==> config.mk <==
export PLATFORM = sky130hd
export DESIGN_NAME = hsv_threshold_centroid_tracker
export DESIGN_NICKNAME = d
export VERILOG_FILES = /design/src/hdl/hstc_pkg.sv /design/src/hdl/hsv_threshold_centroid_tracker.sv /design/src/hdl/hstc_mask.sv /design/src/hdl/hstc_div.sv
export SDC_FILE = /design/constraint.sdc
export NUM_CORES = 1
export LEC_CHECK = 0
export BUFFER_PORTS_ARGS = -buffer_cell sky130_fd_sc_hd__buf_4
export CAP_MARGIN = 20
export CORE_UTILIZATION = 60
export DETAILED_ROUTE_END_ITERATION = 10
export GPL_ROUTABILITY_DRIVEN = 0
export PLACE_DENSITY = 0.79
export SYNTH_ARGS = -nofsm -noshare
export SYNTH_HDL_FRONTEND = slang
export SYNTH_SLANG_ARGS = --single-unit
==> constraint.sdc <==
create_clock -name clk_i -period 9.6 [get_ports clk_i]
set_clock_uncertainty 0.05 [all_clocks]
set_input_delay 1.44 -clock clk_i [delete_from_list [all_inputs] [get_ports clk_i]]
set_output_delay 1.44 -clock clk_i [all_outputs]
set_load 0.02 [all_outputs]
==> src/hdl/hstc_pkg.sv <==
package hstc_pkg;

  // Field widths
  localparam int unsigned CoordW   = 10;
  localparam int unsigned ChanW    = 8;
  localparam int unsigned CountW   = 21;
  localparam int unsigned SumW     = 30;
  localparam int unsigned CfgIdxW  = 3;
  localparam int unsigned CfgDataW = 21;

  // Frame bounds; compare width covers the largest supported frame (1024)
  localparam int unsigned MaxWidth   = 1024;
  localparam int unsigned MaxHeight  = 1024;
  localparam int unsigned CoordCmpW  = 13;

  // Divider steps: one quotient bit per step
  localparam int unsigned DivSteps   = CoordW;
  localparam int unsigned DivStepW   = $clog2(DivSteps);

  // Register indexes
  localparam logic [CfgIdxW-1:0] RegHueLow  = 3'd0;
  localparam logic [CfgIdxW-1:0] RegHueHigh = 3'd1;
  localparam logic [CfgIdxW-1:0] RegSatLow  = 3'd2;
  localparam logic [CfgIdxW-1:0] RegSatHigh = 3'd3;
  localparam logic [CfgIdxW-1:0] RegValLow  = 3'd4;
  localparam logic [CfgIdxW-1:0] RegValHigh = 3'd5;
  localparam logic [CfgIdxW-1:0] RegMinArea = 3'd6;

  // Register reset values
  localparam logic [ChanW-1:0]  HueLowRst  = 8'd100;
  localparam logic [ChanW-1:0]  HueHighRst = 8'd120;
  localparam logic [ChanW-1:0]  SatLowRst  = 8'd150;
  localparam logic [ChanW-1:0]  SatHighRst = 8'd255;
  localparam logic [ChanW-1:0]  ValLowRst  = 8'd0;
  localparam logic [ChanW-1:0]  ValHighRst = 8'd255;
  localparam logic [CountW-1:0] MinAreaRst = 21'd1000;

  typedef struct packed {
    logic [CoordW-1:0] pixel_x;
    logic [CoordW-1:0] pixel_y;
    logic [ChanW-1:0]  hue;
    logic [ChanW-1:0]  sat;
    logic [ChanW-1:0]  val;
    logic              frame_end;
  } in_t;

  typedef struct packed {
    logic              in_range;
    logic              frame_done;
    logic              object_found;
    logic [CoordW-1:0] center_x;
    logic [CoordW-1:0] center_y;
    logic              draw_segment;
    logic [CoordW-1:0] from_x;
    logic [CoordW-1:0] from_y;
  } out_t;

  typedef struct packed {
    logic [ChanW-1:0]  hue_low;
    logic [ChanW-1:0]  hue_high;
    logic [ChanW-1:0]  sat_low;
    logic [ChanW-1:0]  sat_high;
    logic [ChanW-1:0]  val_low;
    logic [ChanW-1:0]  val_high;
    logic [CountW-1:0] min_area;
  } cfg_t;

  // Divider handshake toward the sequencer
  typedef struct packed {
    logic busy;
    logic done;
  } div_stat_t;

endpackage

==> src/hdl/hsv_threshold_centroid_tracker.sv <==
// Plain pixel word: result valid the cycle after acceptance; one word per cycle unless
// the output stalls. Frame-end word: the sequencer walks check, div x, div y and done
// when the area test passes (two 10-step divisions on one shared compare-subtract unit),
// check and done when it fails; input stalls meanwhile, until the result is issued.
// Reset (async, active low): thresholds to defaults, count/sums/previous centroid
// cleared, no result pending.
module hsv_threshold_centroid_tracker (
  input  logic                           clk_i,
  input  logic                           rst_ni,
  input  logic                           in_valid_i,
  output logic                           in_stall_o,
  input  hstc_pkg::in_t                  in_data_i,
  output logic                           out_valid_o,
  input  logic                           out_stall_i,
  output hstc_pkg::out_t                 out_data_o,
  input  logic                           cfg_we_i,
  input  logic [hstc_pkg::CfgIdxW-1:0]   cfg_idx_i,
  input  logic [hstc_pkg::CfgDataW-1:0]  cfg_data_i
);
  import hstc_pkg::*;

  // Sequencer: idle takes pixels; frame end: check, div x/y if area passes, done.
  typedef enum logic [4:0] {
    S_IDLE  = 5'b00001,
    S_CHECK = 5'b00010,
    S_DIVX  = 5'b00100,
    S_DIVY  = 5'b01000,
    S_DONE  = 5'b10000
  } state_e;

  state_e state_q, state_d;

  cfg_t cfg_q;

  // Moment accumulators
  logic [CountW-1:0] count_q, count_d;
  logic [SumW-1:0]   sum_x_q, sum_x_d;
  logic [SumW-1:0]   sum_y_q, sum_y_d;

  // Previous centroid
  logic              prev_valid_q, prev_valid_d;
  logic [CoordW-1:0] prev_x_q, prev_x_d;
  logic [CoordW-1:0] prev_y_q, prev_y_d;

  // Frame-end word in flight
  logic              pass_q, pass_d;
  logic              found_q, found_d;
  logic [CoordW-1:0] cx_q, cx_d;
  logic [CoordW-1:0] cy_q, cy_d;

  // Output register
  logic out_valid_q, out_valid_d;
  out_t out_q, out_d;
  logic out_free;

  logic in_acc;
  logic pass;
  logic add_ok;
  logic [SumW:0] sx_next, sy_next;

  logic              div_start;
  logic [SumW-1:0]   div_dividend;
  div_stat_t         div_stat;
  logic [CoordW-1:0] div_quo;

  hstc_mask u_mask (
    .pix_i  (in_data_i),
    .cfg_i  (cfg_q),
    .pass_o (pass)
  );

  hstc_div u_div (
    .clk_i      (clk_i),
    .rst_ni     (rst_ni),
    .start_i    (div_start),
    .dividend_i (div_dividend),
    .divisor_i  (count_q),
    .stat_o     (div_stat),
    .quotient_o (div_quo)
  );

  // Output slot can take a word if empty or draining this cycle
  assign out_free   = !out_valid_q || !out_stall_i;
  assign in_stall_o = !((state_q == S_IDLE) && out_free);
  assign in_acc     = in_valid_i && !in_stall_o;

  // Saturation guard: skip the pixel if any accumulator would wrap
  always_comb begin
    sx_next = {1'b0, sum_x_q} + (SumW+1)'(in_data_i.pixel_x);
    sy_next = {1'b0, sum_y_q} + (SumW+1)'(in_data_i.pixel_y);
    add_ok  = pass && (count_q != {CountW{1'b1}}) && !sx_next[SumW] && !sy_next[SumW];
  end

  // Divider start: x once the area test passes, y as soon as x is out
  assign div_start    = ((state_q == S_CHECK) && (count_q > cfg_q.min_area)) ||
                        ((state_q == S_DIVX) && div_stat.done);
  assign div_dividend = (state_q == S_CHECK) ? sum_x_q : sum_y_q;

  always_comb begin
    state_d      = state_q;
    count_d      = count_q;
    sum_x_d      = sum_x_q;
    sum_y_d      = sum_y_q;
    prev_valid_d = prev_valid_q;
    prev_x_d     = prev_x_q;
    prev_y_d     = prev_y_q;
    pass_d       = pass_q;
    found_d      = found_q;
    cx_d         = cx_q;
    cy_d         = cy_q;
    out_d        = out_q;
    out_valid_d  = out_valid_q && out_stall_i;

    case (state_q)
      S_IDLE: begin
        if (in_acc) begin
          if (add_ok) begin
            count_d = count_q + 1'b1;
            sum_x_d = sx_next[SumW-1:0];
            sum_y_d = sy_next[SumW-1:0];
          end
          if (in_data_i.frame_end) begin
            pass_d  = pass;
            state_d = S_CHECK;
          end else begin
            // plain pixel: mask bit only
            out_d          = '0;
            out_d.in_range = pass;
            out_valid_d    = 1'b1;
          end
        end
      end
      S_CHECK: begin
        found_d = count_q > cfg_q.min_area;
        cx_d    = '0;
        cy_d    = '0;
        state_d = (count_q > cfg_q.min_area) ? S_DIVX : S_DONE;
      end
      S_DIVX: begin
        if (div_stat.done) begin
          cx_d    = div_quo;
          state_d = S_DIVY;
        end
      end
      S_DIVY: begin
        if (div_stat.done) begin
          cy_d    = div_quo;
          state_d = S_DONE;
        end
      end
      S_DONE: begin
        if (out_free) begin
          out_d              = '0;
          out_d.in_range     = pass_q;
          out_d.frame_done   = 1'b1;
          out_d.object_found = found_q;
          out_d.center_x     = cx_q;
          out_d.center_y     = cy_q;
          if (found_q && prev_valid_q) begin
            out_d.draw_segment = 1'b1;
            out_d.from_x       = prev_x_q;
            out_d.from_y       = prev_y_q;
          end
          if (found_q) begin
            prev_valid_d = 1'b1;
            prev_x_d     = cx_q;
            prev_y_d     = cy_q;
          end
          out_valid_d = 1'b1;
          count_d     = '0;
          sum_x_d     = '0;
          sum_y_d     = '0;
          state_d     = S_IDLE;
        end
      end
      default: begin
        state_d = S_IDLE;
      end
    endcase
  end

  // Configuration writes; indexes past the list are dropped
  always_ff @(posedge clk_i or negedge rst_ni) begin
    if (!rst_ni) begin
      cfg_q.hue_low  <= HueLowRst;
      cfg_q.hue_high <= HueHighRst;
      cfg_q.sat_low  <= SatLowRst;
      cfg_q.sat_high <= SatHighRst;
      cfg_q.val_low  <= ValLowRst;
      cfg_q.val_high <= ValHighRst;
      cfg_q.min_area <= MinAreaRst;
    end else if (cfg_we_i) begin
      case (cfg_idx_i)
        RegHueLow:  cfg_q.hue_low  <= cfg_data_i[ChanW-1:0];
        RegHueHigh: cfg_q.hue_high <= cfg_data_i[ChanW-1:0];
        RegSatLow:  cfg_q.sat_low  <= cfg_data_i[ChanW-1:0];
        RegSatHigh: cfg_q.sat_high <= cfg_data_i[ChanW-1:0];
        RegValLow:  cfg_q.val_low  <= cfg_data_i[ChanW-1:0];
        RegValHigh: cfg_q.val_high <= cfg_data_i[ChanW-1:0];
        RegMinArea: cfg_q.min_area <= cfg_data_i[CountW-1:0];
        default: begin
        end
      endcase
    end
  end

  always_ff @(posedge clk_i or negedge rst_ni) begin
    if (!rst_ni) begin
      state_q      <= S_IDLE;
      count_q      <= '0;
      sum_x_q      <= '0;
      sum_y_q      <= '0;
      prev_valid_q <= 1'b0;
      prev_x_q     <= '0;
      prev_y_q     <= '0;
      out_valid_q  <= 1'b0;
    end else begin
      state_q      <= state_d;
      count_q      <= count_d;
      sum_x_q      <= sum_x_d;
      sum_y_q      <= sum_y_d;
      prev_valid_q <= prev_valid_d;
      prev_x_q     <= prev_x_d;
      prev_y_q     <= prev_y_d;
      out_valid_q  <= out_valid_d;
    end
  end

  always_ff @(posedge clk_i) begin
    pass_q  <= pass_d;
    found_q <= found_d;
    cx_q    <= cx_d;
    cy_q    <= cy_d;
    out_q   <= out_d;
  end

  assign out_valid_o = out_valid_q;
  assign out_data_o  = out_q;

endmodule

==> src/hdl/hstc_mask.sv <==
module hstc_mask (
  input  hstc_pkg::in_t  pix_i,
  input  hstc_pkg::cfg_t cfg_i,
  output logic           pass_o
);
  import hstc_pkg::*;

  logic in_frame;
  logic hue_ok, sat_ok, val_ok;

  always_comb begin
    in_frame = ({{(CoordCmpW-CoordW){1'b0}}, pix_i.pixel_x} < CoordCmpW'(MaxWidth)) &&
               ({{(CoordCmpW-CoordW){1'b0}}, pix_i.pixel_y} < CoordCmpW'(MaxHeight));
    hue_ok = (pix_i.hue >= cfg_i.hue_low) && (pix_i.hue <= cfg_i.hue_high);
    sat_ok = (pix_i.sat >= cfg_i.sat_low) && (pix_i.sat <= cfg_i.sat_high);
    val_ok = (pix_i.val >= cfg_i.val_low) && (pix_i.val <= cfg_i.val_high);
    pass_o = in_frame && hue_ok && sat_ok && val_ok;
  end

endmodule

==> src/hdl/hstc_div.sv <==
// Restoring divider, one quotient bit per cycle.
// Quotient is known to fit CoordW bits: each sum is at most 1023 x count.
module hstc_div (
  input  logic                        clk_i,
  input  logic                        rst_ni,
  input  logic                        start_i,
  input  logic [hstc_pkg::SumW-1:0]   dividend_i,
  input  logic [hstc_pkg::CountW-1:0] divisor_i,
  output hstc_pkg::div_stat_t         stat_o,
  output logic [hstc_pkg::CoordW-1:0] quotient_o
);
  import hstc_pkg::*;

  logic                busy_q, busy_d;
  logic                done_q, done_d;
  logic [DivStepW-1:0] step_q, step_d;
  logic [CountW-1:0]   rem_q, rem_d;
  logic [CountW-1:0]   dsr_q, dsr_d;
  logic [CoordW-1:0]   dvd_q, dvd_d;
  logic [CoordW-1:0]   quo_q, quo_d;

  logic [CountW:0] trial;
  logic [CountW:0] diff;
  logic            ge;

  // shared compare-subtract
  always_comb begin
    trial = {rem_q, dvd_q[CoordW-1]};
    diff  = trial - {1'b0, dsr_q};
    ge    = trial >= {1'b0, dsr_q};
  end

  always_comb begin
    busy_d = busy_q;
    done_d = 1'b0;
    step_d = step_q;
    rem_d  = rem_q;
    dsr_d  = dsr_q;
    dvd_d  = dvd_q;
    quo_d  = quo_q;
    if (start_i) begin
      busy_d = 1'b1;
      step_d = '0;
      rem_d  = {{(CountW-(SumW-CoordW)){1'b0}}, dividend_i[SumW-1:CoordW]};
      dvd_d  = dividend_i[CoordW-1:0];
      dsr_d  = divisor_i;
    end else if (busy_q) begin
      rem_d = ge ? diff[CountW-1:0] : trial[CountW-1:0];
      quo_d = {quo_q[CoordW-2:0], ge};
      dvd_d = {dvd_q[CoordW-2:0], 1'b0};
      step_d = step_q + 1'b1;
      if (step_q == DivStepW'(DivSteps - 1)) begin
        busy_d = 1'b0;
        done_d = 1'b1;
      end
    end
  end

  always_ff @(posedge clk_i or negedge rst_ni) begin
    if (!rst_ni) begin
      busy_q <= 1'b0;
      done_q <= 1'b0;
      step_q <= '0;
    end else begin
      busy_q <= busy_d;
      done_q <= done_d;
      step_q <= step_d;
    end
  end

  always_ff @(posedge clk_i) begin
    rem_q <= rem_d;
    dsr_q <= dsr_d;
    dvd_q <= dvd_d;
    quo_q <= quo_d;
  end

  assign stat_o.busy = busy_q;
  assign stat_o.done = done_q;
  assign quotient_o  = quo_q;

endmodule
Word level (Yosys, flattened, before mapping):

Index checks and enable logic that the tools add are counted.

* add/sub/neg operators: 5
* order comparisons: 8
* equality and inequality tests: 20
* muxes and demuxes: 44
* bitwise logic cells: 1
* reduce and logical (&&, ||, !) cells: 41

Operator list (number)
* $mux 30: 6
* $mux 44: 3
* $pmux 30 s2: 2
* $mux 21: 5
* $pmux 44 s2: 1
* $add 30x10->31: 2
* $pmux 21 s2: 1
* $mux 20: 2
* $pmux 10 s2: 2
* $mux 10: 3
* $mux 5: 6
* $pmux 5 s5: 1
* $ge 8x8->1: 3
* $le 8x8->1: 3
* $ge 22x21->1: 1
* $add 21x1->21 const B: 1
* $gt 21x21->1: 1
* $ne 21x21->1 const B: 1
* $sub 21x21->21: 1
* $reduce_and 2->1: 10
* $logic_and 1x1->1: 14
* $ne 2x2->1 const B: 5
* $eq 3x3->1 const B: 3
* $mux 1: 9
* 20 further kinds: 33

* register bits: 311
* input port bits: 74
* output and inout port bits: 46
* logic and storage cells: 154

Logic depth before layout (Yosys ltp):

* depth after elaboration: 10
* gate-level depth with buffers: 13
* depth with buffers taken out: 11

Cells and area by module:

A second synthesis with hierarchy kept.

* cell total of the unflattened synthesis: 1665
* area total of the unflattened synthesis: 17276.6 µm²

Modules (own cells, without submodules)
* hsv_threshold_centroid_tracker: instances 1, cells an instance 1145, area each 12177.9 µm², sequential area each 6453.7 µm²
* hstc_div: instances 1, cells an instance 362, area each 3915.0 µm², sequential area each 2001.9 µm²
* hstc_mask: instances 1, cells an instance 158, area each 1183.6 µm², sequential area each 0.0 µm²

Worst setup path after synthesis:

No wires, ideal clock.

* path type: input-to-reg
* start point: in out_stall_i
* end point: reg out_q, in the netlist out_data_o[0] (enable)
* library setup time: 445 ps
* arrival time: 3956 ps
* required time: 9105 ps
* slack: 5149 ps
* cell stages on the path: 5
* path buffers: 2
* path through: nand2_1 nand2_1 clkbuf_1 clkbuf_1 nor2_1

* longest elaborated chain between the ends: 6
* elaborated cells between the ends (all ways): 7
* classes of those cells: eq/ne: 2; reduce/logical: 5

Ends and longest elaborated chain
* from (decl): line hsv_threshold_centroid_tracker.sv:14 `input logic out_stall_i,`
* $logic_not 1->1 (*): line hsv_threshold_centroid_tracker.sv:83 `assign out_free = !out_valid_q || !out_stall_i;`
* $logic_or 1x1->1 (*): line hsv_threshold_centroid_tracker.sv:83
* $logic_and 1x1->1: line hsv_threshold_centroid_tracker.sv:84 `assign in_stall_o = !((state_q == S_IDLE) && out_free);`
* $logic_and 1x1->1: line hsv_threshold_centroid_tracker.sv:85 `assign in_acc = in_valid_i && !in_stall_o;`
* $ne 2x2->1 (no line)
* $reduce_and 4->1 (no line) (*)
* to (signal assigned): line hsv_threshold_centroid_tracker.sv:234 `out_q <= out_d;`
* to (decl): line hsv_threshold_centroid_tracker.sv:53 `out_t out_q, out_d;`

Every way passes the cells marked *; elsewhere a longest branch is shown, timed or not.
A chain may end at the register's enable or synchronous reset.

Final worst setup path:

* start point: in in_data_i[10] (netlist name)
* end point: reg sum_x_q[29]

* longest elaborated chain between the ends: 9
* elaborated cells between the ends (all ways): 10
* classes of those cells: order compare: 2; eq/ne: 1; reduce/logical: 7

Ends and longest elaborated chain
* from (decl): line hsv_threshold_centroid_tracker.sv:12 `input hstc_pkg::in_t in_data_i,`
* $ge 8x8->1 or $le 8x8->1 (tied branches): line hstc_mask.sv:15 `sat_ok = (pix_i.sat >= cfg_i.sat_low) && (pix_i.sat <= cfg_i.sat_high);`
* $logic_and 1x1->1 (*): line hstc_mask.sv:15
* $logic_and 1x1->1 (*) (2 in series): line hstc_mask.sv:17 `pass_o = in_frame && hue_ok && sat_ok && val_ok;`
* via pass: line hsv_threshold_centroid_tracker.sv:57 `logic pass;`
* $logic_and 1x1->1 (*) (3 in series): line hsv_threshold_centroid_tracker.sv:91 `add_ok = pass && (count_q != {CountW{1'b1}}) && !sx_next[SumW] && !sy_next[SumW];`
* $ne 2x2->1 (no line) (*)
* $reduce_and 4->1 (no line) (*)
* to (signal assigned): line hsv_threshold_centroid_tracker.sv:220 `sum_x_q <= sum_x_d;`
* to (decl): line hsv_threshold_centroid_tracker.sv:37 `logic [SumW-1:0] sum_x_q, sum_x_d;`

Mark *: on every way through the listed nets, which the timed path passes. The rest lies on a longest branch.

==> flow_summary_export.csv <==
group,metric,value,unit
status,status,"finished with violations",
status,violations,"DRC",
clocking,cts_num_sinks,311,
timing,period_minus_slack,4830,ps
critical_path,crit_buf_inv,2,
routing,vias,13400,
power_and_ir_drop,seqPwrFrac,41.7,%
finish,synthToLayoutAreaGrowth,14.0,%
timing,slew_violations,0,
power_and_ir_drop,power_density,218,mW/mm²
synthesis,syn-cell-area,0.0172,mm²
clocking,cts_resized,0,
timing,setup_violations,0,
floorplanning,design.core.area,0.0279,mm²
routing,postRouteAntennaNets,0,
synthesis,synth_top_area_share,22.2,%
finish,finalNetCount,1914,
clocking,htree_num_levels,2,
run,drv_cap,0,
critical_path,critPathCaptureType,"register",
power_and_ir_drop,p_sw,1390,µW
finish,final_layout_size_suffix_gt1_share,17.4,%
clocking,clockBufferDepth,3,
floorplanning,chipWidth,171,µm
synthesis,synth.most_common_cell,"dfrtp_1",
clocking,clock-root-buffer,"clkbuf_16",
synthesis,syn-mean-instance-area,10.6,µm²
floorplanning,die_h,171,µm
critical_path,cp_slowest_cell,"and3_1",
routing,routed_wirelength,41.5,mm
routing,wl_per_cell,19.5,µm
synthesis,ys_top_cells_by_count,"dfrtp_1, edfxtp_1, inv_1",
critical_path,path_max_fanout,25,
critical_path,cp_slowest_stage_delay,820,ps
global_routing,grt_pass1_vias,13200,
clocking,clk_pin_slew_worst_paths,60,ps
synthesis,ys_seq_area_share,49.3,%
routing,drc_errors,1,
synthesis,synth_flop_cell,"dfrtp_1",
timing,hold_viol_final,0,
critical_path,cp_top_family,"simple AND/OR/NAND/NOR gates",
synthesis,ys_seq_elements,311,
power_and_ir_drop,totalPowerFinal,4270,µW
synthesis,synthTopCellsByArea,"edfxtp_1, dfrtp_1, ha_1",
routing,drt-pass1-iter-count,9,
timing,fmax,0.207,GHz
timing,rsz0062_at_grt,"no",
place,numPortBuffers,119,
power_and_ir_drop,combPwrFrac,27.8,%
power_and_ir_drop,leakagePower,0.00850,µW
critical_path,cp_cell_sequence,"buf_4 -> ha_1 -> nor2b_1 -> o211ai_1 -> a21oi_1 -> o22a_1 -> nor4_2 -> and3_1 -> nand3_1 -> buf_4 -> o41ai_1",
synthesis,synth-edff-count,127,
synthesis,synth_nets,1813,
global_routing,grt_pass1_wl,67.5,mm
timing,setup_tns,0,ps
timing,finalCritPeriodShare,50.3,%
clocking,post-cts-setup-buffers,0,
place,dpl.hpwl,28.2,mm
critical_path,cp_data_required_time,9940,ps
synthesis,async_flop_share,58.8,%
critical_path,crit_type,"in2reg",
synthesis,syn_inst,1623,
critical_path,critPathLaunchType,"primary input",
floorplanning,fp-row-count,61,
floorplanning,initial_core_util,61.4,%
floorplanning,io_pins,120,
synthesis,yosysWarnings,0,
floorplanning,die-area,0.0293,mm²
power_and_ir_drop,ir_drop,0.000184,V
finish,diodes,0,
clocking,cts_hold_buf,0,
global_routing,track_usage,29.1,%
clocking,clk_latency,520,ps
synthesis,synthDistinctLibCells,68,
hold_path,timing.hold.worst.class,"reg2reg",
power_and_ir_drop,pwr-share-clk,30.4,%
routing,vias_per_cell,6.29,
clocking,cts_buffers,34,
timing,worst_pin_slew,1030,ps
global_routing,antenna_found_initial,0,
routing,first_iter_violations,1270,
timing,relSlewSlack,31.3,%
critical_path,cp.arrival,5180,ps
synthesis,synth_top_area_cell,"edfxtp_1",
global_routing,grt_max_degree,108,
global_routing,grt-ovfl-total,0,
finish,fill_cells,2037,
clocking,cts_tree,"yes",
power_and_ir_drop,p_int,2880,µW
critical_path,cp_common_cell,"buf_4",
power_and_ir_drop,switching_share,32.6,%
## cells in the final DEF, fill, tap and decap left out, types with 7 or more instances in the layout
| master | n |
|---|---|
| dfrtp_1 | 149 |
| o31ai_1 | 76 |
| clkbuf_16 | 34 |
| nand3_1 | 48 |
| nor4_1 | 8 |
| dfstp_2 | 34 |
| a21o_1 | 12 |
| ha_1 | 113 |
| edfxtp_1 | 127 |
| nand2b_1 | 16 |
| a211oi_1 | 10 |
| inv_1 | 120 |
| and2_1 | 38 |
| o211ai_1 | 8 |
| o21ai_1 | 35 |
| mux2i_1 | 56 |
| xnor2_1 | 16 |
| a31oi_1 | 54 |
| nand2_1 | 111 |
| xor2_1 | 10 |
| o41ai_1 | 10 |
| a21oi_1 | 64 |
| nor2b_1 | 15 |
| and4_1 | 8 |
| nor3_1 | 15 |
| and3_1 | 60 |
| nand4_1 | 26 |
| o21a_1 | 19 |
| buf_4 | 136 |
| o21ai_0 | 85 |
| nor3b_1 | 7 |
| clkbuf_1 | 13 |
| mux2_2 | 64 |
| nor2_1 | 58 |
## layout make-up
cell class,count,area (µm²),area share [%]
timing repair buffer,142,1110,5.68
clock buffer,50,941,4.81
clock inverter,12,154,0.787
sequential,311,8460,43.2
inverter,121,454,2.32
tap,378,473,2.42
multi-input combinational,1114,7970,40.8
## sequential cells by signal, summed over array words and instances (netlist names), 5 cells and up
| name | flops |
|---|---|
| u_div.dsr_q | 21 |
| u_div.quotient_o | 10 |
| u_div.rem_q | 21 |
| cy_q | 10 |
| state_q | 5 |
| count_q | 21 |
| cfg_q | 69 |
| prev_y_q | 10 |
| cx_q | 10 |
| out_data_o | 44 |
| sum_y_q | 30 |
| u_div.dvd_q | 10 |
| sum_x_q | 30 |
| prev_x_q | 10 |
## power by group through the flow
stage               clock (µW)  sequential [µW]  combinational [µW]
finish                    1300             1780                1190
global route              1360             1810                1300
global placement             0             1790                1110
CTS                       1310             1780                1170
floorplan                    0             1800                 781
detailed placement           0             1800                1150
## metrics by stage
stage               util [%]  worst slack [ps]  instances  hold WS (ps)  area, µm²
floorplan                  -              5150       1623           382      17200
global placement        65.8              4490       2061           413      18400
detailed placement      65.9              4400       2062           419      18400
CTS                     69.8              4890       2124           431      19500
global route            70.0              4510       2128           443      19600
finish                  70.0              4770       2128           436      19600
## cells by family after synthesis
group                    after synthesis  synth area share (%)
flip-flops                           311                  49.3
AO/OA/AOI/OAI                        414                  15.5
multiplexers                         120                  7.47
adder cells (fa/ha/maj)              116                  8.59
buffers and inverters                198                  4.48
AND/OR/NAND/NOR                      438                  13.3
XOR/XNOR                              26                  1.33
## metal layers
metal / GRT usage (%) / share of wire, %
met2: 48.2 / 48
met3: 3.91 / 7.0
met4: 9.51 / 2.7
met5: 0 / 0
met1: 39.5 / 42
## worst register-to-register path: stages (launching register included)
cell and delay [ps]:
dfstp_2 530, inv_1 40, ha_1 270, nor2b_1 130
o211ai_1 160, a21oi_1 90, o22a_1 230, nor4_2 540
and3_1 820, nand3_1 570, buf_4 420, o41ai_1 360
## worst paths after layout
check / startpoint / depth (start not counted) / slack (ps) / end
hold / removal: u_div.quotient_o[2]$_DFFE_PP_ / 0 / 440 / u_div.quotient_o[3]$_DFFE_PP_
hold reg to reg: u_div.quotient_o[2]$_DFFE_PP_ / 0 / 440 / u_div.quotient_o[3]$_DFFE_PP_
setup / recovery: in_data_i[10] / 11 / 4770 / sum_x_q[29]$_DFFE_PN0P_
min in group asynchronous: rst_ni / 1 / 990 / cfg_q[30]$_DFFE_PN0P_
setup reg to reg: cfg_q[38]$_DFFE_PN1P_ / 11 / 5270 / sum_x_q[29]$_DFFE_PN0P_
max in group asynchronous: rst_ni / 3 / 7060 / state_q[0]$_DFFE_PN1P_
(Power assumes the default switching activity.)
